==> src/rtl/dtb_pkg.sv <==
// types and constants of the depth test buffer
// no dependencies
package dtb_pkg;

    localparam int FIELD_DEPTH_BITS = 24;
    localparam int TOL_BITS         = 24;
    localparam int DIM_BITS         = 9;
    localparam int COORD_BITS       = 16;
    localparam int CFG_IDX_BITS     = 2;
    localparam int EPOCH_BITS       = 8;

    localparam logic [EPOCH_BITS-1:0] EPOCH_NONE  = '0;
    localparam logic [EPOCH_BITS-1:0] EPOCH_FIRST = EPOCH_BITS'(1);
    localparam logic [EPOCH_BITS-1:0] EPOCH_LAST  = '1;

    localparam logic [TOL_BITS-1:0] TOL_LINEAR_RESET  = TOL_BITS'(1);
    localparam logic [TOL_BITS-1:0] TOL_SQUARED_RESET = TOL_BITS'(102);

    typedef enum logic [2:0] {
        REQ_TEST_SET = 3'd0,
        REQ_TEST     = 3'd1,
        REQ_SET      = 3'd2,
        REQ_GET      = 3'd3,
        REQ_CLEAR    = 3'd4
    } t_req;

    typedef enum logic [CFG_IDX_BITS-1:0] {
        CFG_ACTIVE_WIDTH      = 2'd0,
        CFG_ACTIVE_HEIGHT     = 2'd1,
        CFG_TOLERANCE_LINEAR  = 2'd2,
        CFG_TOLERANCE_SQUARED = 2'd3
    } t_cfg_idx;

    typedef enum logic [1:0] {
        ST_IDLE,
        ST_READ,
        ST_EVAL,
        ST_SWEEP
    } t_state;

    typedef struct packed {
        logic [2:0]                  req_type;
        logic signed [COORD_BITS-1:0] col;
        logic signed [COORD_BITS-1:0] row;
        logic [FIELD_DEPTH_BITS-1:0] depth_in;
        logic                        squared_mode;
    } t_in_item;

    typedef struct packed {
        logic                        pass_flag;
        logic [FIELD_DEPTH_BITS-1:0] depth_out;
    } t_out_item;

endpackage

==> src/rtl/dtb_locate.sv <==
// bounds check and row-major address of one pixel
// depends on dtb_pkg
module dtb_locate
    import dtb_pkg::*;
#(
    parameter int MAX_WIDTH  = 256,
    parameter int MAX_HEIGHT = 256,
    parameter int AW         = 16
) (
    input  logic signed [COORD_BITS-1:0] i_col,
    input  logic signed [COORD_BITS-1:0] i_row,
    input  logic [DIM_BITS-1:0]          i_active_width,
    input  logic [DIM_BITS-1:0]          i_active_height,
    output logic                         o_ok,
    output logic [AW-1:0]                o_addr
);

    logic [COORD_BITS-1:0] col_u;
    logic [COORD_BITS-1:0] row_u;
    logic [COORD_BITS-1:0] w_lim;
    logic [COORD_BITS-1:0] h_lim;
    logic [31:0]           lin;

    always_comb begin
        col_u = i_col;
        row_u = i_row;
        w_lim = (COORD_BITS'(i_active_width) < COORD_BITS'(MAX_WIDTH)) ?
                COORD_BITS'(i_active_width) : COORD_BITS'(MAX_WIDTH);
        h_lim = (COORD_BITS'(i_active_height) < COORD_BITS'(MAX_HEIGHT)) ?
                COORD_BITS'(i_active_height) : COORD_BITS'(MAX_HEIGHT);
        o_ok  = !col_u[COORD_BITS-1] && !row_u[COORD_BITS-1] &&
                (col_u < w_lim) && (row_u < h_lim);
        lin   = 32'(row_u) * 32'(MAX_WIDTH) + 32'(col_u);
        o_addr = lin[AW-1:0];
    end

endmodule

==> config.mk <==
export PLATFORM = sky130hd
export DESIGN_NAME = dtb_locate
export DESIGN_NICKNAME = d
export VERILOG_FILES = /design/src/rtl/dtb_pkg.sv /design/src/rtl/dtb_locate.sv
export SDC_FILE = /design/constraint.sdc
export NUM_CORES = 1
export LEC_CHECK = 0
export CORE_MARGIN = 3
export CORE_UTILIZATION = 50
export DETAILED_ROUTE_END_ITERATION = 16
export DONT_BUFFER_PORTS = 1
export PLACE_DENSITY = 0.68
export SLEW_MARGIN = 40
export SYNTH_ARGS = -nofsm -noshare
export SYNTH_HDL_FRONTEND = slang
export SYNTH_SLANG_ARGS = --single-unit
==> constraint.sdc <==
create_clock -name vclk -period 1.3
set_input_delay 0.065 -clock vclk [all_inputs]
set_output_delay 0.065 -clock vclk [all_outputs]
set_load 0.005 [all_outputs]
==> qor.yml <==
grt:
  busiest_layer: "met2"
  use_met3_pct: 1.92
  global_route.overflow_total: 0
  grt_use_met1_pct: 22.7
  grt.met2_usage_pct: 28.7
  maximum_number_of_pins_on_one_net_before_global_route_repair: 8
  first_global_vias: 682
  antenna_violations_before_repair: 0
  groute.usage.overall_pct: 16.4
  grt_first_pass_wirelength_um: 2770
timing:
  worst-slew-pin-transition_ns: 0.315
  setup-violations-final: 1
  finalWorstSetupSlack_ns: -0.145
  fmax_ghz: 0.692
  period_minus_slack_ns: 1.45
  final_hold_viol_count: 0
  count_of_final_max_slew_check_failures: 0
  final.period_utilization_pct: 111
  max_slew_margin_pct: 78.8
  grt_setup_unrepaired: "true"
place:
  place.detailed.hpwl_um: 1740
  place_worst_setup_slack_ns: -0.253
  port_buffers: 0
  placed_cell_areas_um2: 897
  gp_congestion: 0.733
finish:
  nFillCells: 145
  nNetsFinal: 182
  post-route-util_pct: 61.2
  flow.area_growth_from_synthesis_pct: 13.2
  fin_area_um2: 943
  antenna_cells: 0
  clock_buffer_count: 0
  layout-drive-gt1-share_pct: 17.9
  numSequentialCells: 0
  area_used_by_sequential_logic_in_the_layout_um2: 0
power_and_ir_drop:
  ir_worst_vdd_mv: 0.216
  pwr_dens_nw_per_um2: 338
  static-leakage-power_nw: 0.405
  report.power.total_mw: 0.319
status:
  violations: "negative setup slack"
  run_status: "finished with violations"
routing:
  routed_wire_length_per_instance_um: 15.7
  wirelength_um: 1910
  dr.first_iter.drc_count: 7
  vias_per_cell: 6.05
  detailroute.via_count: 738
  antenna_left: 0
  firstDrtPassIters: 4
  detail_route.drc_violations: 0
die:
  io_pins: 67
  die_w_um: 46.8
  placementRows: 14
  die_height_um: 46.8
  floorplan.die_area_um2: 2190
  core_um2: 1540
  floorplan.initialDensity_pct: 54.1
critical_path:
  cp.arrival_ns: 1.38
  worstPathRequired_ns: 1.24
  crit_path_max_fanout: 3
  worst_setup_path_end_kind: "primary output"
  worstSetupPathType: "input pin to primary output"
  critPathLaunchType: "input pin"
yosys:
  yosysWarningCount: 0
  synth_sequential_area_ratio_pct: 0
  ys_types: 35
  syn_inst: 108
  mappedNetlistArea_um2: 833
  synth_area_per_cell_um2: 7.72
  mappedNetlistNets: 182
clock_tree:
  postCtsSetupBuffers: 0
hold_path:
  timing.hold.worst.class: "input pin to primary output"
  worst_hold_path.num_cells: 0
run:
  max_cap_viol_count: 0
## through the flow
stage | instances | hold slack, ns | setup TNS, ns
after floorplan | 108 | 0.211 | -0.170
after global placement | 122 | 0.130 | -0.240
after detailed placement | 122 | 0.130 | -0.253
after CTS | 122 | 0.130 | -0.142
after global routing | 122 | 0.130 | -0.235
final | 122 | 0.130 | -0.145
## layout make-up
cell class	count	area, um2	share of cell area [%]
multi-input combinational	91	806	85.4
inverter	9	60.1	6.37
timing repair buffer	6	57.6	6.10
tap	16	20.0	2.12
## critical path, stage by stage
cell,delay [ns]
sky130_fd_sc_hd__clkinv_16,0.03
sky130_fd_sc_hd__nand2_4,0.05
sky130_fd_sc_hd__ha_4,0.15
sky130_fd_sc_hd__or4b_4,0.48
sky130_fd_sc_hd__a21oi_2,0.15
sky130_fd_sc_hd__o221ai_2,0.12
sky130_fd_sc_hd__a2111oi_4,0.34
## cells in the mapped netlist
cell | number | area [um2]
sky130_fd_sc_hd__ha_1 | 23 | 288
sky130_fd_sc_hd__nand2_1 | 18 | 67.6
sky130_fd_sc_hd__buf_4 | 8 | 60.1
sky130_fd_sc_hd__inv_1 | 7 | 26.3
sky130_fd_sc_hd__a21oi_1 | 5 | 25.0
sky130_fd_sc_hd__nor3_1 | 5 | 25.0
sky130_fd_sc_hd__xnor2_1 | 4 | 35.0
sky130_fd_sc_hd__o21a_1 | 3 | 22.5
sky130_fd_sc_hd__a211oi_1 | 2 | 15.0
sky130_fd_sc_hd__a21o_1 | 2 | 15.0
sky130_fd_sc_hd__clkinv_1 | 2 | 7.51
sky130_fd_sc_hd__nand3_1 | 2 | 10.0
sky130_fd_sc_hd__nand4_1 | 2 | 12.5
sky130_fd_sc_hd__nor2_1 | 2 | 7.51
sky130_fd_sc_hd__o2111ai_1 | 2 | 17.5
sky130_fd_sc_hd__o211ai_1 | 2 | 15.0
sky130_fd_sc_hd__a2111oi_2 | 1 | 15.0
sky130_fd_sc_hd__a21oi_2 | 1 | 8.76
sky130_fd_sc_hd__a21oi_4 | 1 | 16.3
sky130_fd_sc_hd__a41oi_1 | 1 | 8.76
sky130_fd_sc_hd__and2_1 | 1 | 6.26
sky130_fd_sc_hd__and3_1 | 1 | 6.26
sky130_fd_sc_hd__and4_1 | 1 | 8.76
sky130_fd_sc_hd__fa_1 | 1 | 20.0
sky130_fd_sc_hd__nand2b_1 | 1 | 6.26
sky130_fd_sc_hd__nor2b_1 | 1 | 6.26
sky130_fd_sc_hd__nor4_1 | 1 | 6.26
sky130_fd_sc_hd__o21ai_0 | 1 | 5.00
sky130_fd_sc_hd__o221ai_2 | 1 | 15.0
sky130_fd_sc_hd__o41ai_1 | 1 | 8.76
sky130_fd_sc_hd__or3_1 | 1 | 6.26
sky130_fd_sc_hd__or4_1 | 1 | 7.51
sky130_fd_sc_hd__or4b_1 | 1 | 10.0
sky130_fd_sc_hd__or4b_4 | 1 | 13.8
sky130_fd_sc_hd__xor2_1 | 1 | 8.76
## final timing paths
kind	from	to	slack, ns
max	i_active_height[8]	o_ok	-0.15
min	i_col[0]	o_addr[0]	0.13
## cell usage in the layout (no fill, tap or decap), types with 2 or more instances in the layout
master                     instances
sky130_fd_sc_hd__a21o_1            2
sky130_fd_sc_hd__a21oi_1           5
sky130_fd_sc_hd__buf_4             5
sky130_fd_sc_hd__ha_1             21
sky130_fd_sc_hd__ha_4              2
sky130_fd_sc_hd__inv_1             7
sky130_fd_sc_hd__nand2_1          17
sky130_fd_sc_hd__nand3_1           2
sky130_fd_sc_hd__nand4_1           2
sky130_fd_sc_hd__nor2_1            2
sky130_fd_sc_hd__nor3_1            5
sky130_fd_sc_hd__o211ai_1          2
sky130_fd_sc_hd__o21a_1            3
sky130_fd_sc_hd__xnor2_1           4
## logic make-up (layout without fill, tap and decap cells)
family	count (synthesis)	count (layout)	share of synthesized area (%)
adders and majority gates	24	24	36.9
xor gates and xnor gates	5	5	5.26
AOI/OAI and AO/OA	23	23	22.5
buffers and inverters	17	15	11.3
and+or+nand+nor	39	39	24.0
## per-layer routing
layer	share of wire, %	routed length, um
met1	41	786
met2	46	885
met3	13	239
met4	0	0
met5	0	0
## report_power, final
group	switching, mW	internal, mW	total (mW)
clock network	0	0	0
registers	0	0	0
logic	0.161	0.158	0.319
total	0.161	0.158	0.319
## what timing repair did
item	in CTS	in global routing
pin swaps	5	4
cloned	0	0
hold buffers	0	0
endpoints found under the setup margin	1	3
resized for setup	3	4
Power figures use the tool's default switching activity.
