<file path="src/rtl/dtb_pkg.sv">
// types and constants of the depth test buffer
// no dependencies
package dtb_pkg;

    localparam int FIELD_DEPTH_BITS = 24;
    localparam int TOL_BITS         = 24;
    localparam int DIM_BITS         = 9;
    localparam int COORD_BITS       = 16;
    localparam int CFG_IDX_BITS     = 2;
    localparam int EPOCH_BITS       = 8;

    localparam logic [EPOCH_BITS-1:0] EPOCH_NONE  = '0;
    localparam logic [EPOCH_BITS-1:0] EPOCH_FIRST = EPOCH_BITS'(1);
    localparam logic [EPOCH_BITS-1:0] EPOCH_LAST  = '1;

    localparam logic [TOL_BITS-1:0] TOL_LINEAR_RESET  = TOL_BITS'(1);
    localparam logic [TOL_BITS-1:0] TOL_SQUARED_RESET = TOL_BITS'(102);

    typedef enum logic [2:0] {
        REQ_TEST_SET = 3'd0,
        REQ_TEST     = 3'd1,
        REQ_SET      = 3'd2,
        REQ_GET      = 3'd3,
        REQ_CLEAR    = 3'd4
    } t_req;

    typedef enum logic [CFG_IDX_BITS-1:0] {
        CFG_ACTIVE_WIDTH      = 2'd0,
        CFG_ACTIVE_HEIGHT     = 2'd1,
        CFG_TOLERANCE_LINEAR  = 2'd2,
        CFG_TOLERANCE_SQUARED = 2'd3
    } t_cfg_idx;

    typedef enum logic [1:0] {
        ST_IDLE,
        ST_READ,
        ST_EVAL,
        ST_SWEEP
    } t_state;

    typedef struct packed {
        logic [2:0]                  req_type;
        logic signed [COORD_BITS-1:0] col;
        logic signed [COORD_BITS-1:0] row;
        logic [FIELD_DEPTH_BITS-1:0] depth_in;
        logic                        squared_mode;
    } t_in_item;

    typedef struct packed {
        logic                        pass_flag;
        logic [FIELD_DEPTH_BITS-1:0] depth_out;
    } t_out_item;

endpackage

</file>
<file path="src/rtl/dtb_ctrl.sv">
// sequencer: read, depth compare, write back, clear sweep, result register
// depends on dtb_pkg, drives dtb_mem
module dtb_ctrl
    import dtb_pkg::*;
#(
    parameter int AW    = 16,
    parameter int DW    = 24,
    parameter int DEPTH = 65536
) (
    input  logic                       i_clk,
    input  logic                       i_rst_n,
    input  logic                       i_in_valid,
    output logic                       o_in_stall,
    input  t_in_item                   i_in_item,
    input  logic                       i_ok,
    input  logic [AW-1:0]              i_addr,
    input  logic [TOL_BITS-1:0]        i_tol_linear,
    input  logic [TOL_BITS-1:0]        i_tol_squared,
    output logic                       o_out_valid,
    input  logic                       i_out_stall,
    output t_out_item                  o_out_item,
    output logic                       o_mem_we,
    output logic [AW-1:0]              o_mem_waddr,
    output logic [EPOCH_BITS+DW-1:0]   o_mem_wdata,
    output logic [AW-1:0]              o_mem_raddr,
    input  logic [EPOCH_BITS+DW-1:0]   i_mem_rdata
);

    localparam int SW = ((DW > TOL_BITS) ? DW : TOL_BITS) + 1;
    localparam logic [AW-1:0] LAST_ADDR = AW'(DEPTH - 1);

    t_state                r_state, n_state;
    logic [2:0]            r_req;
    logic [DW-1:0]         r_depth;
    logic [TOL_BITS-1:0]   r_eps;
    logic                  r_ok;
    logic [AW-1:0]         r_addr;
    logic [DW-1:0]         r_cleared, n_cleared;
    logic [EPOCH_BITS-1:0] r_epoch, n_epoch;
    logic [AW-1:0]         r_sweep, n_sweep;
    logic                  r_out_valid, n_out_valid;
    t_out_item             r_out, n_out;

    logic                  in_acc;
    logic                  out_free;
    logic [EPOCH_BITS-1:0] rd_tag;
    logic [DW-1:0]         rd_depth;
    logic [DW-1:0]         stored;
    logic [SW-1:0]         limit;
    logic                  ev_pass;
    logic                  ev_wr;
    logic                  ev_clr;
    logic [DW-1:0]         ev_dout;

    assign in_acc   = i_in_valid && (r_state == ST_IDLE);
    assign out_free = !r_out_valid || !i_out_stall;
    assign rd_tag   = i_mem_rdata[EPOCH_BITS+DW-1:DW];
    assign rd_depth = i_mem_rdata[DW-1:0];
    assign stored   = (rd_tag == r_epoch) ? rd_depth : r_cleared;
    assign limit    = SW'(stored) + SW'(r_eps);

    // evaluation of the request held in r_req against the read pixel
    always_comb begin
        ev_pass = 1'b0;
        ev_wr   = 1'b0;
        ev_clr  = 1'b0;
        ev_dout = '0;
        case (r_req)
            REQ_TEST_SET: begin
                if (r_ok && (SW'(r_depth) <= limit)) begin
                    ev_pass = 1'b1;
                    ev_wr   = 1'b1;
                end
            end
            REQ_TEST: begin
                ev_pass = r_ok && (r_depth < stored);
            end
            REQ_SET: begin
                ev_wr = r_ok;
            end
            REQ_GET: begin
                ev_dout = r_ok ? stored : '1;
            end
            REQ_CLEAR: begin
                ev_clr = 1'b1;
            end
            default: begin
                ev_pass = 1'b0;
            end
        endcase
    end

    always_comb begin
        n_state     = r_state;
        n_cleared   = r_cleared;
        n_epoch     = r_epoch;
        n_sweep     = r_sweep;
        n_out_valid = r_out_valid && i_out_stall;
        n_out       = r_out;
        o_mem_we    = 1'b0;
        o_mem_waddr = r_addr;
        o_mem_wdata = {r_epoch, r_depth};
        case (r_state)
            ST_IDLE: begin
                if (in_acc) begin
                    n_state = ST_READ;
                end
            end
            ST_READ: begin
                n_state = ST_EVAL;
            end
            ST_EVAL: begin
                if (out_free) begin
                    n_out_valid     = 1'b1;
                    n_out.pass_flag = ev_pass;
                    n_out.depth_out = FIELD_DEPTH_BITS'(ev_dout);
                    o_mem_we        = ev_wr;
                    n_state         = ST_IDLE;
                    if (ev_clr) begin
                        n_cleared = r_depth;
                        if (r_epoch == EPOCH_LAST) begin
                            // tags are about to repeat: wipe them all
                            n_epoch = EPOCH_FIRST;
                            n_sweep = '0;
                            n_state = ST_SWEEP;
                        end else begin
                            n_epoch = r_epoch + EPOCH_BITS'(1);
                        end
                    end
                end
            end
            ST_SWEEP: begin
                o_mem_we    = 1'b1;
                o_mem_waddr = r_sweep;
                o_mem_wdata = {EPOCH_NONE, {DW{1'b0}}};
                n_sweep     = r_sweep + AW'(1);
                if (r_sweep == LAST_ADDR) begin
                    n_state = ST_IDLE;
                end
            end
            default: begin
                n_state = ST_IDLE;
            end
        endcase
    end

    always_ff @(posedge i_clk) begin
        if (!i_rst_n) begin
            r_state     <= ST_SWEEP;
            r_cleared   <= '1;
            r_epoch     <= EPOCH_FIRST;
            r_sweep     <= '0;
            r_out_valid <= 1'b0;
        end else begin
            r_state     <= n_state;
            r_cleared   <= n_cleared;
            r_epoch     <= n_epoch;
            r_sweep     <= n_sweep;
            r_out_valid <= n_out_valid;
        end
    end

    always_ff @(posedge i_clk) begin
        r_out <= n_out;
        if (in_acc) begin
            r_req   <= i_in_item.req_type;
            r_depth <= DW'(i_in_item.depth_in);
            r_eps   <= i_in_item.squared_mode ? i_tol_squared : i_tol_linear;
            r_ok    <= i_ok;
            r_addr  <= i_addr;
        end
    end

    assign o_in_stall  = (r_state != ST_IDLE);
    assign o_out_valid = r_out_valid;
    assign o_out_item  = r_out;
    assign o_mem_raddr = r_addr;

endmodule

</file>
<file path="config.mk">
export PLATFORM = sky130hd
export DESIGN_NAME = dtb_ctrl
export DESIGN_NICKNAME = d
export VERILOG_FILES = /design/src/rtl/dtb_pkg.sv /design/src/rtl/dtb_ctrl.sv
export SDC_FILE = /design/constraint.sdc
export NUM_CORES = 1
export LEC_CHECK = 0
export ABC_AREA = 1
export BUFFER_PORTS_ARGS = -buffer_cell sky130_fd_sc_hd__buf_2
export CORE_MARGIN = 5
export CORE_UTILIZATION = 53
export CTS_CLUSTER_DIAMETER = 50
export CTS_CLUSTER_SIZE = 14
export DETAILED_ROUTE_END_ITERATION = 8
export GPL_ROUTABILITY_DRIVEN = 0
export HOLD_SLACK_MARGIN = 0.05
export PLACE_DENSITY = 0.81
export RECOVER_POWER = 25
export SYNTH_ARGS = -nofsm -noshare
export SYNTH_HDL_FRONTEND = slang
export SYNTH_SLANG_ARGS = --single-unit
</file>
<file path="constraint.sdc">
create_clock -name i_clk -period 5.8 [get_ports i_clk]
set_clock_uncertainty 0.2 [all_clocks]
set_input_delay 0.58 -clock i_clk [delete_from_list [all_inputs] [get_ports i_clk]]
set_output_delay 0.58 -clock i_clk [all_outputs]
set_load 0.01 [all_outputs]
</file>
==> results.txt, run 1 <==
- Outcome: complete, no violations
- The share of total power dissipated in sequential elements is 43.9%.
* Fraction of post-synthesis cell area in the top cell type by area: between 30 and 40%
- Averaged over all synthesized cells, the footprint is roughly 8.5 µm².
- In this run, synthesis produced a sequential element count of about 140.
- # placed instances: around 1400
- Proportion of register bits with asynchronous set or reset after synthesis: 0%
- DRC marker count from the first detailed-route iteration: approximately 540
* Growth of design area from synthesis to finish: 28.2%
- Final worst slack: roughly 240 ps
- Together, buffers and inverters on the worst path number 3.
- Cell Int Power: just under 2 mW
* Synth cell types: between 40 and 50
* Number of hold buffers added after cts: 0
- After floorplanning, the core was divided into 46 placement rows.
- The final layout contains routed wiring with a total length of about 25000 µm.
* DP Worst Slack: -16.0 ps
- After clock tree synthesis, the clock-pin slew on the worst setup and hold paths is 60 ps.
- Across the VDD grid, the largest voltage drop is 0.000215 V.
- Of the available clock period, the critical path in the final layout requires a little over nine tenths.
- Combinational cells account for about an eighth of the total power.
* Placeable core region: roughly 0.016 mm²
- The analysis attributes to net switching a power of roughly 0.61 mW.
- Clock Sinks: 144
- Wire length of the first global-routing pass: ~37000 µm
- The min-delay analysis places its worst path in the category in -> reg.
- Worst path most repeated cell: sky130_fd_sc_hd__nand2_1
- Global routing consumed, over all layers together, 25.2% of the routing resources.
- Vias per cell: between 5 and 6
- The initial antenna violation count came to 2.
- Maximum clock rate: between 150 and 200 MHz
- Data on the critical path arrives at its endpoint at around 4800 ps.
* Required time reported for the critical path endpoint: 5020 ps
- The cell area that synthesis handed to floorplanning was between 0.008 and 0.009 mm².
- The floorplan step defined a die boundary enclosing ~0.019 mm².
- Synthesized netlist net count: 1242
- The net count of the finished layout is about 1500.
* WS Path Type: reg -> out
* Total power consumption of the routed design: ~2.6 mW
- Ys Warns: 0
* GR Overflow Total: 0
- Setup crit start kind: flip-flop
- Final number of max-transition violations: 0
- STA classifies the critical path endpoint as an output pin.
* Number of synthesized flops with an enable pin: between 90 and 100
- Most frequently used flop master after synthesis: sky130_fd_sc_hd__edfxtp_1
- At the pin with the least slew margin, the transition time is approximately 1400 ps.
* Post-detailed-route wirelength per cell: 16.6 µm
- Master cell of the clock root buffer: sky130_fd_sc_hd__clkbuf_16
* Most frequent cells after synthesis: 184 x sky130_fd_sc_hd__nand2_1, 170 x sky130_fd_sc_hd__inv_1, 93 x sky130_fd_sc_hd__edfxtp_1
* Leading post-synthesis cells by cell area: sky130_fd_sc_hd__edfxtp_1 33%, sky130_fd_sc_hd__dfxtp_1 12%, sky130_fd_sc_hd__ha_1 11%
* Setup violations, final: 0
- The count of nets left with antenna violations once routing finished came out at 0.
* Delay contributed by the slowest stage of the critical path: 360 ps
- Clock buffer count from CTS: 17
- Horizontal die dimension: approximately 140 µm
- Excluding fillers, the count of instances in the completed layout stands at about 1500.
- Of the total power, the clock network draws ~44%.
* Power density of the placed cells: 233 mW/mm²
- From bottom edge to top edge, the die measures 137 µm.
- Most common cell in the synthesized netlist: sky130_fd_sc_hd__nand2_1
- Max cap viols: 0
* Via Count: between 8000 and 9000
- In the final layout, the share of cells above drive strength 1 is 28.4%.
- In the final timing run, aggregate negative setup slack is 0 ps.
- Number of global-route vias before repair: between 7000 and 8000
* Pin count of the biggest net entering global routing: 45
- At the later pin of the worst-skew pair, clock insertion delay measures 420 ps.
- PortBufs: 220
- Initial cell density of the core: between 50% and 60%
- Post-synthesis cell type with the largest combined area: sky130_fd_sc_hd__edfxtp_1
- Counting along the longest clock path gives a buffer depth of 2.
- Peak fanout along the critical path: 5
- Relative slew margins: around 3.4%
* Cell family contributing the most delay on the critical path: simple AND/OR/NAND/NOR gates
- IO Count: between 200 and 300
- TritonCTS built the clock tree.
- The final count of hold timing violations is 0.
- Leakage power figure: 5.54 nW
* Shortest period the worst path allows: 5560 ps
- CTS HTree Levels: 4
- Syn Inst Count: roughly 1000
* First drt pass iteration count: 5
- Counting the fill cells in the layout gives about 1300.
* Post-route DRC: 0
- Cell with the largest stage delay on the worst path: sky130_fd_sc_hd__fa_2
- After synthesis, flip-flops and latches occupy between 40% and 50% of the total area.
- Net switching is a little under a quarter of the power.
* Post-DP HPWL: between 15000 and 20000 µm
[cell usage in the layout (no fill, tap or decap), types with 3 or more instances in the layout]
cell	synthesis	layout
sky130_fd_sc_hd__a31oi_1	5	4
sky130_fd_sc_hd__edfxtp_1	93	93
sky130_fd_sc_hd__nor3_1	20	17
sky130_fd_sc_hd__clkbuf_1	23	20
sky130_fd_sc_hd__o21ai_0	92	78
sky130_fd_sc_hd__ha_4	0	5
sky130_fd_sc_hd__o211ai_1	22	22
sky130_fd_sc_hd__nor2_2	1	3
sky130_fd_sc_hd__ha_2	0	3
sky130_fd_sc_hd__nor2_4	1	4
sky130_fd_sc_hd__nor4_1	6	6
sky130_fd_sc_hd__diode_2	0	3
sky130_fd_sc_hd__buf_4	0	38
sky130_fd_sc_hd__bufinv_16	0	4
sky130_fd_sc_hd__ha_1	73	65
sky130_fd_sc_hd__clkinv_2	1	5
sky130_fd_sc_hd__o21a_1	4	4
sky130_fd_sc_hd__o21ai_2	0	9
sky130_fd_sc_hd__nand2_1	184	180
sky130_fd_sc_hd__nand4_1	8	8
sky130_fd_sc_hd__mux2_1	0	3
sky130_fd_sc_hd__nand2_2	5	8
sky130_fd_sc_hd__clkbuf_16	0	17
sky130_fd_sc_hd__o21ai_1	1	5
sky130_fd_sc_hd__mux2_2	24	21
sky130_fd_sc_hd__buf_2	3	204
sky130_fd_sc_hd__a21oi_2	1	11
sky130_fd_sc_hd__a21o_1	4	4
sky130_fd_sc_hd__nor2_1	78	73
sky130_fd_sc_hd__xnor2_1	12	12
sky130_fd_sc_hd__nor3_2	2	5
sky130_fd_sc_hd__inv_1	170	170
sky130_fd_sc_hd__nand3_1	17	16
sky130_fd_sc_hd__a21oi_1	63	53
sky130_fd_sc_hd__dfxtp_1	51	46
sky130_fd_sc_hd__dfxtp_2	0	5
sky130_fd_sc_hd__inv_2	4	4
sky130_fd_sc_hd__a211oi_1	8	8
sky130_fd_sc_hd__xor2_1	14	14
[worst register-to-register path: cells and delay by family (launching register included)]
family	cells	cell delay, ps
simple gates	21	2120
compound gates	4	620
fa+ha+maj	3	880
flops	1	340
xor+xnor	1	160
buf+inv	2	160
[sequential cells by signal, indices dropped and copies added (netlist names)]
signal	flops
r_eps	24
r_epoch	8
r_sweep	16
r_state	2
r_cleared	24
r_req	3
o_out_item	25
o_out_valid	1
o_mem_raddr	16
r_ok	1
r_depth	24
[metal layers]
metal  vias up  share of wire [%]  track usage (%)
met5         -                  0                0
met4         0                3.6             11.6
met3        77                7.9             4.60
met2       357                 48             41.2
met1      3699                 41             32.5
li1       3876                  -                -
[power by group through the flow]
stage	Clock, mW	Sequential, mW	Combinational, mW
after floorplan	0	1.15	0.152
after global placement	0	1.14	0.284
after detailed placement	0	1.14	0.290
after CTS	1.15	1.12	0.293
after global routing	1.19	1.12	0.330
final	1.14	1.12	0.299
[kinds of logic (layout without fill, tap and decap cells)]
kind of cell	after synthesis	in the layout	synth area share, %
flops	144	144	44.5
other cells	0	3	0
mux	24	24	3.15
buf+inv	203	467	8.94
compound gates	209	209	13.8
xor+xnor	26	26	2.66
simple gates	327	327	16.1
fa+ha+maj	74	74	10.9
[stage by stage]
| stage | hold WS, ps | util [%] | cell area [µm²] |
|---|---|---|---|
| 2_1_floorplan | 246 | - | 8580 |
| 3_3_place_gp | 255 | 63.5 | 10100 |
| 3_5_place_dp | 262 | 63.5 | 10100 |
| 4_1_cts | 112 | 67.5 | 10700 |
| 5_1_grt | 113 | 69.2 | 11000 |
| 6_report | 127 | 69.2 | 11000 |
[cell type report]
type	count	area [µm²]	area share, %
diodes	3	7.51	0.0683
well taps	216	270	2.46
repair buffers	259	1390	12.6
inverters	176	662	6.02
clock buffers	21	440	4.01
flip-flops and latches	144	3820	34.7
clock inverters	11	165	1.50
multi-input cells	660	4240	38.6
[final timing paths]
kind,startpoint,endpoint,slack [ps],cells past startpoint
worst max register to register,r_epoch[6],o_out_item[24],1190,31
worst max-delay path,r_epoch[6],o_mem_we,240,32
worst min-delay path,i_in_item[21],r_depth[20],130,1
worst min register to register,r_cleared[13],r_cleared[13],270,2
[timing repair]
action | CTS | global route
endpoints found under the hold margin | 0 | 0
resized for setup | 7 | 64
buffers inserted | 3 | 6
pin swaps | 1 | 14
endpoints found under the setup margin | 1 | 1
No activity file was read; power rests on OpenSTA's default activity.
==> run 2, diff against run 1 <==
BUFFER_PORTS_ARGS = unset   (was -buffer_cell sky130_fd_sc_hd__buf_2)
CORE_UTILIZATION = 60   (was 53)
DONT_BUFFER_PORTS = 1   (was unset)
MAX_ROUTING_LAYER = met4   (was unset)
PLACE_DENSITY = 0.75   (was 0.81)
SLEW_MARGIN = 20   (was unset)
==> run 2 against run 1 <==
Net effect: critical path depth fell by 2; global-route usage rose by 2.2 points; non-clock buffer count fell by 192; design area fell by 8.7%; total power fell by 5.5%; combinational power fell by 24%; highest routed layer unchanged; first-iteration DRC count rose by 13%.
==> results.txt, run 2 (synthesis gave the netlist of run 1 again) <==
- Final period util: 95.3% (was 95.8%)
* Critical path capture point type: output pin (unchanged)
* Antenna Cells: 0 (was 3)
- The count of max-cap constraint violations came to 0 (unchanged).
* Net count reported at finish: 1301 (was 1493)
* Number of antenna violations at the first check in global routing: 0 (was 2)
- Max reg flops: 25 (unchanged)
- Max Root-Sink Buffers: 2 (unchanged)
- Outcome: complete, no violations (unchanged).
* Number of global-route vias before repair: 6700 (was 7550)
- Clock Sinks: 144 (unchanged)
- The number of endpoints failing setup at the final stage was 0 (unchanged).
- The final count of hold timing violations is 0 (unchanged).
- The layout cell share with drive strength beyond 1 is 12.0% (was 28.4%).
- Total power consumption of the routed design: 2.42 mW (was 2.56 mW)
* Pin count of the biggest net entering global routing: 41 (was 45)
- The CTS tree is yes (unchanged).
- Leakage power figure: 4.73 nW (was 5.54 nW)
* IO Count: 253 (unchanged)
- Commonest non-fill, non-tap cell in the layout: sky130_fd_sc_hd__nand2_1 (was sky130_fd_sc_hd__buf_2)
* CTS HTree Levels: 4 (unchanged)
- The number of antenna-violating nets in the routed design is 0 (unchanged).
* Shortest period the worst path allows: 5530 ps (was 5560 ps)
- The number of cells in the design after placement came to 1177 (was 1446).
* Highest-count cells in the layout ignoring fill and taps: 180 x sky130_fd_sc_hd__nand2_1, 168 x sky130_fd_sc_hd__inv_1, 93 x sky130_fd_sc_hd__edfxtp_1 (was 204 x sky130_fd_sc_hd__buf_2, 180 x sky130_fd_sc_hd__nand2_1, 170 x sky130_fd_sc_hd__inv_1)
* Die Area: 0.0168 mm² (was 0.0188 mm²)
- Die height: 130 µm (was 137 µm)
* Vias per cell: 5.69 (was 5.38)
- The clock root buffer is sky130_fd_sc_hd__clkbuf_16 (unchanged).
- The post-synthesis to final-layout area growth was 17.1% (was 28.2%).
* DP Worst Slack: 143 ps (was -16.0 ps)
* Sum of routed wire length over all layers: 22800 µm (was 24700 µm)
* Worst path most repeated cell: sky130_fd_sc_hd__nand2_1 (unchanged)
* Placeable core region: 0.0139 mm² (was 0.0159 mm²)
- Layout Cells excl Fill: 1259 (was 1490)
* Post-route cell area: 0.0100 mm² (was 0.0110 mm²)
* Clock buffer count from CTS: 17 (unchanged)
- GR Overflow Total: 0 (unchanged)
- The worst setup path category is reg -> out (unchanged).
* Core utilization of the finished layout: 72.0% (was 69.2%)
* Clock transition at the register clock pins on the worst setup and hold paths after CTS: 60 ps (about the same)
- The number of buffer and inverter instances along the worst setup path came to 2 (was 3).
- The worst hold margin is 72.7 ps (was 127 ps).
- PortBufs: 0 (was 220)
* Initial cell density of the core: 61.5% (was 54.0%)
- Cell family contributing the most delay on the critical path: simple AND/OR/NAND/NOR gates (unchanged)
- The actual slew at the worst max-slew pin is 904 ps (was 1450 ps).
* Final worst slack: 275 ps (was 242 ps)
- Gr usage total: 27.4% (was 25.2%)
- Post-detailed-route wirelength per cell: 18.1 µm (was 16.6 µm)
- Horizontal die dimension: 130 µm (was 137 µm)
* Peak fanout along the critical path: 23 (was 5)
- Delay contributed by the slowest stage of the critical path: 370 ps (was 360 ps)
* Cell Area, Placed: 0.00885 mm² (was 0.0101 mm²)
- Total negative slack: 0 ps (unchanged)
* DRC marker count from the first detailed-route iteration: 614 (was 541)
- Power density of the placed cells: 241 mW/mm² (was 233 mW/mm²)
- Setup crit start kind: flip-flop (unchanged)
* Cell row count: 43 (was 46)
- The largest voltage drop on the vdd net is 0.000210 V (was 0.000215 V).
* Required time reported for the critical path endpoint: 5020 ps (about the same)
- Cell with the largest stage delay on the worst path: sky130_fd_sc_hd__dfxtp_4 (was sky130_fd_sc_hd__fa_2)
- The total via count after detailed routing was 7162 (was 8009).
* Source-to-sink clock delay at the later pin of the worst-skew pair: 430 ps (was 420 ps)
- Final number of max-transition violations: 0 (unchanged)
- Post-route DRC: 0 (unchanged)
- HP Class: in -> reg (unchanged)
- The worst slew slack as a fraction of its limit is 39.6% (was 3.39%).
* Wire length of the first global-routing pass: 34500 µm (was 36700 µm)
- Post-DP HPWL: 16600 µm (was 18200 µm)
- The total iterations of the first detailed-routing run came to 5 (unchanged).
- Maximum clock rate: 181 MHz (was 180 MHz)
- The arrival time at the worst endpoint was 4750 ps (was 4780 ps).
-- run 2: worst register-to-register path: cells and delay by family (launching register included) --
kind	cells	cell delay, ps
compound gates	6	880
xor+xnor	2	310
fa+ha+maj	2	640
buf+inv	2	240
flops	1	370
simple gates	18	1800
-- run 2: final cells by class --
cell class	instances	area, µm²
Fill cell	1098	3900
Clock inverter	12	106
Clock buffer	20	468
Tap cell	180	225
Multi-Input combinational cell	660	4110
Timing Repair Buffer	67	637
Sequential cell	144	3830
Inverter	176	662
-- run 2: metal layers --
layer	share of wire, %	track usage [%]
met5	0	-
met4	1.6	6.97
met3	8.3	6.22
met2	47	42.5
met1	43	36.7
-- run 2: repair_timing --
| action | 4_1_cts | 5_1_grt |
|---|---|---|
| pin swaps | 0 | 6 |
| setup endpoints to repair | 1 | 1 |
| setup buffers | 0 | 3 |
| hold endpoints to repair | 47 | 2 |
| hold buffers | 46 | 1 |
| gates resized for setup | 10 | 41 |
-- run 2: report_power, final --
group / internal [mW] / switching, mW
clock network: 0.626 / 0.436
logic: 0.0809 / 0.145
registers: 1.11 / 0.0168
-- run 2: final timing paths --
| path | from | endpoint | slack (ps) | cells past startpoint |
|---|---|---|---|---|
| worst max register to register | r_epoch[2] | o_out_item[24] | 1200 | 30 |
| worst min register to register | r_cleared[15] | r_cleared[15] | 270 | 2 |
| worst max-delay path | r_epoch[2] | o_mem_we | 270 | 30 |
| worst min-delay path | i_rst_n | r_cleared[1] | 70 | 1 |
